File: config.mk
export PLATFORM = sky130hd
export DESIGN_NAME = pkwrl_ram
export DESIGN_NICKNAME = d
export VERILOG_FILES = /design/src/hw/rtl/pkwrl_ram.sv
export SDC_FILE = /design/constraint.sdc
export NUM_CORES = 1
export LEC_CHECK = 0
export BUFFER_PORTS_ARGS = -buffer_cell sky130_fd_sc_hd__buf_4
export CAP_MARGIN = 20
export CORE_ASPECT_RATIO = 1.25
export CORE_MARGIN = 2
export CORE_UTILIZATION = 30
export DETAILED_ROUTE_END_ITERATION = 12
export SYNTH_ARGS = -nofsm -noshare
export SYNTH_HDL_FRONTEND = slang
export SYNTH_SLANG_ARGS = --single-unit
File: constraint.sdc
create_clock -name clk_i -period 2 [get_ports clk_i]
set_input_delay 0.2 -clock clk_i [delete_from_list [all_inputs] [get_ports clk_i]]
set_output_delay 0.2 -clock clk_i [all_outputs]
set_load 0.1 [all_outputs]
File: src/hw/rtl/pkwrl_ram.sv
// Generic single-port-write, single-port-read RAM with registered read data.
`timescale 1ns / 1ps
module pkwrl_ram #(
  parameter int Width = 8,
  parameter int Depth = 16
) (
  input  logic                     clk_i,
  input  logic                     we_i,
  input  logic [$clog2(Depth)-1:0] waddr_i,
  input  logic [Width-1:0]         wdata_i,
  input  logic                     re_i,
  input  logic [$clog2(Depth)-1:0] raddr_i,
  output logic [Width-1:0]         rdata_o
);

  logic [Width-1:0] mem_q [Depth];
  logic [Width-1:0] rdata_q;

  always_ff @(posedge clk_i) begin
    if (we_i) begin
      mem_q[waddr_i] <= wdata_i;
    end
    if (re_i) begin
      rdata_q <= mem_q[raddr_i];
    end
  end

  assign rdata_o = rdata_q;

endmodule

==> summary.md <==
| Metric | Value |
|---|---|
| Clock share of power | `42.2%` |
| Starting Density | `30.79%` |
| Post-DR vias/cell | `4.749` |
| Gate power share | `6.6%` |
| Setup tns final | `0 ps` |
| Clock Latency Late Sink | `410 ps` |
| Final min period | `1557 ps` |
| Final WL | `10480 um` |
| Critical Path Max Stage Delay | `520 ps` |
| H-Tree Depth | `4` |
| Starting DRT DRC Count | `143` |
| Area growth from synthesis to layout | `20.44%` |
| Design Area, Final | `6296 um2` |
| Share of the clock period used by the worst path | `77.84%` |
| Buf/Inv on CP | `0` |
| Synth Flop Type | `edfxtp_1` |
| Layout Cells excl Fill | `514` |
| Share of the synthesized area in the top cell type | `78.12%` |
| Most frequent cell after synthesis | `edfxtp_1` |
| Power Density | `1003 nW/um2` |
| Hold Buf Count CTS | `0` |
| Leakage power figure | `2.103 nW` |
| Max-slew headroom | `71.53%` |
| Fmax | `642.3 MHz` |
| Clock slew at reported path FFs | `50 ps` |
| Number of max-cap violations | `0` |
| Clock Sinks | `136` |
| Most instantiated cells after synthesis | `edfxtp_1, mux4_2, a22oi_1, mux4_1, nor2_1` |
| Sequential share of the synthesized area | `78.12%` |
| Antenna violations before repair | `0` |
| Post-route clock skew | `11.54 ps` |
| Post-CTS setup buffers | `0` |
| WP data required | `2150 ps` |
| Final setup violation count | `0` |
| GP Congestion | `0.7394` |
| Cts bufs inserted | `17` |
| Mean post-synth cell area | `22.83 um2` |
| Ant diodes | `0` |
| Final total power | `0.006315 W` |
| Top cells by area, synth | `edfxtp_1, mux4_2, mux4_1` |
| CORE AREA | `16980 um2` |
| Synth unique cells | `18` |
| Die area | `18500 um2` |
| Yosys warnings | `0` |
| Vias in the first global route | `2588` |
| RSZ-0062 raised after global routing | `no` |
| Row count | `53` |
| Asr flop ratio synth | `0%` |
| Seq pwr share | `51.2%` |
| EDFF count, synth | `136` |
| Grt total ovfl | `0` |
| Mapped Area | `5228 um2` |
| IO Count | `27` |
| Cells after synthesis | `229` |
| Slew Viols, Final | `0` |
| Root cell of the clock tree | `clkbuf_16` |
| Max VDD drop | `0.0004544 V` |
| Die outline width | `122.1 um` |
| Post-CTS Resized | `0` |
| Critical Path AT | `1710 ps` |
| CP max-delay cell | `mux4_1` |
| Sw power | `0.001310 W` |
| CP Max Fanout | `1` |
| Fin nets | `305` |
| CTS tree | `yes` |
| WS Path Type | `register to register` |
| Largest net degree at the start of global routing | `28` |
| # DRC | `0` |
| Port Buffer Count | `26` |
| Switching Share | `20.74%` |
| HP Class | `primary input to register` |
| Detail Route Antenna Nets | `0` |
| DP HPWL | `6840 um` |
| R2r setup slk | `440 ps` |
| Crit-path cells | `mux4_1, a22oi_1, nand2_1` |
| Post-synth net total | `248` |
| DIE HEIGHT | `151.6 um` |
| CP endpoint kind | `register` |
| CP top delay family | `multiplexers` |
| Largest area contributor in the netlist | `edfxtp_1` |
| #FFs+latches synth | `136` |
| Startpoint class of the critical path | `register` |
| Final worst setup slack | `443.2 ps` |
| Global Route Usage Sum | `12.51%` |
| Placed insts | `487` |
| Share of cells above drive strength 1 | `30.27%` |
| Pint | `0.005006 W` |
| Status | `complete, no violations` |
| First-pass GRT wire length | `16010 um` |
| DP Area | `5802 um2` |
| Iteration count of the initial detailed-routing pass | `4` |
| Slew at the pin closest to its max-slew limit | `426.2 ps` |
| Pre-CTS WS | `200.7 ps` |
| Wirelength per Cell | `20.39 um` |
| Vias | `2441` |
| Hold Vio Cnt, Final | `0` |
| Clk buf depth | `2` |
==> state kept, by name, summed over array words and instances, names as in the netlist <==
name,cells
mem_q,128
rdata_o,8
==> power by group through the flow <==
| stage | Clock (W) | Combinational (W) | Sequential [W] |
|---|---|---|---|
| floorplan | 0 | 0.000162 | 0.00338 |
| global placement | 0 | 0.000414 | 0.00329 |
| detailed placement | 0 | 0.000421 | 0.00329 |
| CTS | 0.00272 | 0.000421 | 0.00323 |
| global route | 0.00284 | 0.000443 | 0.00324 |
| finish | 0.00267 | 0.000415 | 0.00323 |
==> path summary, 6_finish.rpt <==
check	startpoint	to	cells after the start
worst min-delay path	wdata_i[4]	mem_q[10][4]	1
worst min register to register	mem_q[15][5]	rdata_o[5]	3
worst max-delay path	mem_q[1][2]	rdata_o[2]	3
worst max register to register	mem_q[1][2]	rdata_o[2]	3
==> layout make-up <==
type                       count  area [um2]
clock inverter                 8       61.31
tap                          220       275.3
sequential                   136        4084
timing repair buffer          48       385.4
fill                        1594       10680
multi-input combinational     83        1057
clock buffer                  19       432.9
==> cell usage in the layout, fill, tap and decap left out, drive strengths merged <==
master	synthesis	routed
edfxtp	136	136
buf	7	48
mux4	32	32
clkbuf	0	19
a22oi	16	16
nor2	13	13
nand2	9	9
clkinv	0	7
nor3	4	4
nand3b	2	2
nand2b	2	2
nor2b	1	1
and2	1	1
and2b	1	1
nand3	1	1
or3b	1	1
bufinv	0	1
==> cells by family (layout without fill, tap and decap cells) <==
group,Yosys count,in the layout,share of synthesized area [%]
multiplexers,32,32,14.79
AND/OR/NAND/NOR,35,35,3.136
flip-flops,136,136,78.12
buffers and inverters,10,75,1.651
AO/OA/AOI/OAI,16,16,2.298
==> routing by layer <==
| layer | up-vias | track usage, % | wire length [um] |
|---|---|---|---|
| met5 | - | 0 | 0 |
| met4 | 0 | 5.172 | 136 |
| li1 | 1087 | - | - |
| met1 | 1275 | 16.43 | 4695 |
| met3 | 10 | 4.266 | 539 |
| met2 | 69 | 19.05 | 5108 |
==> per-stage QoR <==
step	utilization, %	hold slack, ps
2_1_floorplan	-	298.9
3_3_place_gp	34.18	513.9
3_5_place_dp	34.18	519.6
4_1_cts	37.09	83.21
5_1_grt	37.09	88.95
6_report	37.09	92.56
(Power assumes the default switching activity.)
