[config.mk]
export PLATFORM = sky130hd
export DESIGN_NAME = pkwrl_update
export DESIGN_NICKNAME = d
export VERILOG_FILES = /design/src/hw/rtl/pkwrl_pkg.sv /design/src/hw/rtl/pkwrl_update.sv
export SDC_FILE = /design/constraint.sdc
export NUM_CORES = 1
export LEC_CHECK = 0
export BUFFER_PORTS_ARGS = -buffer_cell sky130_fd_sc_hd__buf_4
export CELL_PAD_IN_SITES_DETAIL_PLACEMENT = 0
export CELL_PAD_IN_SITES_GLOBAL_PLACEMENT = 2
export CORE_MARGIN = 2
export CORE_UTILIZATION = 26
export DETAILED_ROUTE_END_ITERATION = 10
export PLACE_DENSITY = 0.95
export REMOVE_ABC_BUFFERS = 1
export SYNTH_ARGS = -nofsm -noshare
export SYNTH_HDL_FRONTEND = slang
export SYNTH_SLANG_ARGS = --single-unit
[constraint.sdc]
create_clock -name vclk -period 10.9
set_clock_uncertainty 0.2 [all_clocks]
set_input_delay 0 -clock vclk [all_inputs]
set_output_delay 0 -clock vclk [all_outputs]
set_load 0.02 [all_outputs]
[src/hw/rtl/pkwrl_pkg.sv]
// Shared types and constants for the per-key window rate limiter.
`timescale 1ns / 1ps
package pkwrl_pkg;

  localparam int KeyCountDef = 256;
  localparam int TimeBitsDef = 32;

  localparam int KeyW     = 8;
  localparam int NowW     = 32;
  localparam int CountW   = 16;
  localparam int WindowW  = 32;
  localparam int CfgIdxW  = 2;
  localparam int CfgDataW = 32;

  localparam logic CmdCheck = 1'b0;
  localparam logic CmdClear = 1'b1;

  localparam logic [CfgIdxW-1:0] CfgMaxRequests = 2'd0;
  localparam logic [CfgIdxW-1:0] CfgWindowTicks = 2'd1;

  localparam logic [CountW-1:0]  MaxRequestsRst = 16'd100;
  localparam logic [WindowW-1:0] WindowTicksRst = 32'd60;

  typedef enum logic {
    StClear,
    StRun
  } ctl_state_e;

  typedef struct packed {
    logic            cmd;
    logic [KeyW-1:0] key_index;
    logic [NowW-1:0] now_ticks;
  } in_word_t;

  typedef struct packed {
    logic              allowed;
    logic [CountW-1:0] count_after;
  } out_word_t;

endpackage

[src/hw/rtl/pkwrl_update.sv]
// Entry update datapath: window restart, admission test and new entry value.
`timescale 1ns / 1ps
module pkwrl_update #(
  parameter int TimeBits = pkwrl_pkg::TimeBitsDef
) (
  input  logic                                 cmd_i,
  input  logic                                 in_range_i,
  input  logic [TimeBits-1:0]                  now_i,
  input  logic [TimeBits+pkwrl_pkg::CountW-1:0] entry_i,
  input  logic [pkwrl_pkg::CountW-1:0]         max_requests_i,
  input  logic [pkwrl_pkg::WindowW-1:0]        window_ticks_i,
  output logic [TimeBits+pkwrl_pkg::CountW-1:0] entry_o,
  output pkwrl_pkg::out_word_t                 word_o
);

  localparam int CmpW = (TimeBits > pkwrl_pkg::WindowW) ? TimeBits : pkwrl_pkg::WindowW;

  logic [TimeBits-1:0]          start;
  logic [pkwrl_pkg::CountW-1:0] count;
  logic [TimeBits-1:0]          elapsed;
  logic                         restart;
  logic [TimeBits-1:0]          start_new;
  logic [pkwrl_pkg::CountW-1:0] count_base;
  logic                         ok;
  logic [pkwrl_pkg::CountW-1:0] count_new;

  always_comb begin
    start      = entry_i[TimeBits+pkwrl_pkg::CountW-1:pkwrl_pkg::CountW];
    count      = entry_i[pkwrl_pkg::CountW-1:0];
    elapsed    = now_i - start;
    restart    = CmpW'(elapsed) > CmpW'(window_ticks_i);
    start_new  = restart ? now_i : start;
    count_base = restart ? '0 : count;
    ok         = count_base < max_requests_i;
    count_new  = ok ? count_base + pkwrl_pkg::CountW'(1) : count_base;

    entry_o             = {start_new, count_new};
    word_o.allowed      = 1'b0;
    word_o.count_after  = '0;
    if (cmd_i == pkwrl_pkg::CmdClear) begin
      entry_o = '0;
    end else if (in_range_i) begin
      word_o.allowed     = ok;
      word_o.count_after = count_new;
    end
  end

endmodule

==> results.cfg <==
[run_status]
status = finished, final reports clean

[floorplan]
die_area_mm2 = 0.0164
coreArea_mm2 = 0.0151
die_h_um = 128
chipWidth_um = 128
ioPinCount = 195
num_rows = 45
initial_core_util = 0.265

[setup_path]
crit_arrival_ns = 7.51
path_common_cell = ha_1
path_class = input port to output port
critical_path.max_fanout = 26
cp_data_required_time_ns = 10.70
critPathSlowestCell = a21boi_2
critical_path.startpoint_type = input port
cp_slowest_stage_delay_ns = 0.86
end_kind = output port

[synth]
synth_area_leaders = ha_1 (25%), mux2i_1 (9.0%), inv_1 (8.5%)
synth_top_area_share = 0.247
synth_top_area_cell = ha_1
synth.cell_area_mm2 = 0.00401
seq_area_frac_synth = 0
yosysWarnings = 0
ys_types = 56
synth_cells = 604
syn_area_per_cell_um2 = 6.63

[place]
place_congestion = 0.827
dp_hpwl_um = 11900
dp_cells = 974
io_buffers = 195

[timing]
hold_violations = 0
post-route-period-util = 0.707
setup_viol = 0
relSlewSlack = 0.269
slew_violations = 0
clock.fmax_mhz = 130
fin_setup_tns_ns = 0
tightest_slew_ns = 1.09
fin_crit_ns = 7.71
rsz0062_at_grt = no
whs_ns = 0.158

[final_layout]
syn2layout_area_growth_pct = 41.1
drive_gt1_frac = 0.268
clkbuf_count = 0
seq_cells = 0
seqCellArea_um2 = 0
antenna_cells = 0
nNetsFinal = 998
layout.cells.non_filler = 974

[detailed_routing]
drc_errors = 0
drtIter0Drc = 278
wire_per_inst_um = 14.0
postRouteAntennaNets = 0
vias = 4752
wl_um = 13700
first_pass_iters = 5
drt-vias-per-instance = 4.88

[global_routing]
grt_usage = 0.157
first_global_vias = 4529
overflow = 0
antenna_found_initial = 0
grt_max_degree = 50
grt_pass1_wl_um = 21400

[power_and_ir_drop]
finalPower_mw = 0.439
power_density_mw_per_mm2 = 77.7
vdd_drop_max_mv = 0.0295
static-leakage-power_nw = 3.08

[job]
drv_cap = 0

[worst_hold_path]
min_path_type = input port to output port

[cts]
post_cts_buffers = 0
ctsHoldBuffers = 0
cts_resized = 0
cells in the final DEF, fill, tap and decap left out, drive strengths merged, types with 2 or more instances in the layout:
cell type  synthesis  final
a211o              2      2
a211oi             6      6
a21boi             2      2
a21o              15     15
a21oi             47     47
a221o              3      3
a22oi              2      2
a311oi             2      2
a31oi              5      5
and2              13     13
and3               5      5
buf                5    196
ha                79     79
inv               91     91
mux2               2      2
mux2i             36     36
nand2             27     27
nand2b             5      5
nand3             11     11
nand3b             3      3
nand4             15     15
nor2              85     85
nor2b             10     10
nor3              19     19
nor4               7      7
o211ai             8      8
o21a               6      6
o21ai             26     26
o21bai             3      3
o31a               2      2
or2                5      5
or3                3      3
or4                2      2
xnor2             23     23
xor2              10     10
path summary, 6_finish.rpt:
kind	start	end	slack, ns	cells past startpoint
max	now_i[0]	entry_o[15]	3.19	30
min	entry_i[24]	entry_o[24]	0.16	4
cell usage after synthesis, types with 10 or more instances:
library cell and number:
xnor2_1 23, nor2b_1 10, nand4_1 15, o21ai_0 25, a21oi_1 47, xor2_1 10, ha_1 79, a21o_1 15
nor3_1 19, nand2_1 26, mux2i_1 36, nor2_1 84, inv_1 91, and2_1 13, nand3_1 11
where the power goes:
group	internal, mW	switching [mW]	leakage (nW)	total (mW)
Clock	0	0	0	0
Sequential	0	0	0	0
Combinational	0.196	0.243	3.08	0.439
Total	0.196	0.243	3.08	0.439
layer usage:
| metal | wire length (µm) | GRT usage | up-vias |
|---|---|---|---|
| li1 | - | - | 2486 |
| met1 | 6470 | 0.213 | 2098 |
| met2 | 6330 | 0.283 | 160 |
| met3 | 792 | 0.0117 | 8 |
| met4 | 74 | 0.0110 | 0 |
| met5 | 0 | 0 | - |
critical path: cells and delay by family:
family	cells	cell delay, ns
simple gates	9	2.48
mux	2	0.54
fa+ha+maj	4	1.16
buf+inv	4	0.40
compound gates	11	2.93
per-stage QoR:
step | utilization | cell area [µm²] | setup WS, ns
finish | 0.373 | 5650 | 3.19
global route | 0.373 | 5650 | 2.29
CTS | 0.373 | 5650 | 3.12
detailed placement | 0.373 | 5650 | 3.14
global placement | 0.373 | 5650 | 3.40
floorplan | - | 3950 | 4.11
logic make-up (layout without fill, tap and decap cells):
kind of cell | Yosys count | in the layout | synth area share
and+or+nand+nor | 212 | 212 | 0.262
AOI/OAI and AO/OA | 136 | 136 | 0.218
buffers and inverters | 105 | 287 | 0.101
adders and majority gates | 80 | 80 | 0.252
muxes | 38 | 38 | 0.0956
xor gates and xnor gates | 33 | 33 | 0.0721
final cells by class:
cell class	instances	area, µm²
multi-input cells	499	3600
well taps	188	235
repair buffers	196	1470
inverters	91	342
fillers	1662	9490
No activity file was read; power rests on OpenSTA's default activity.
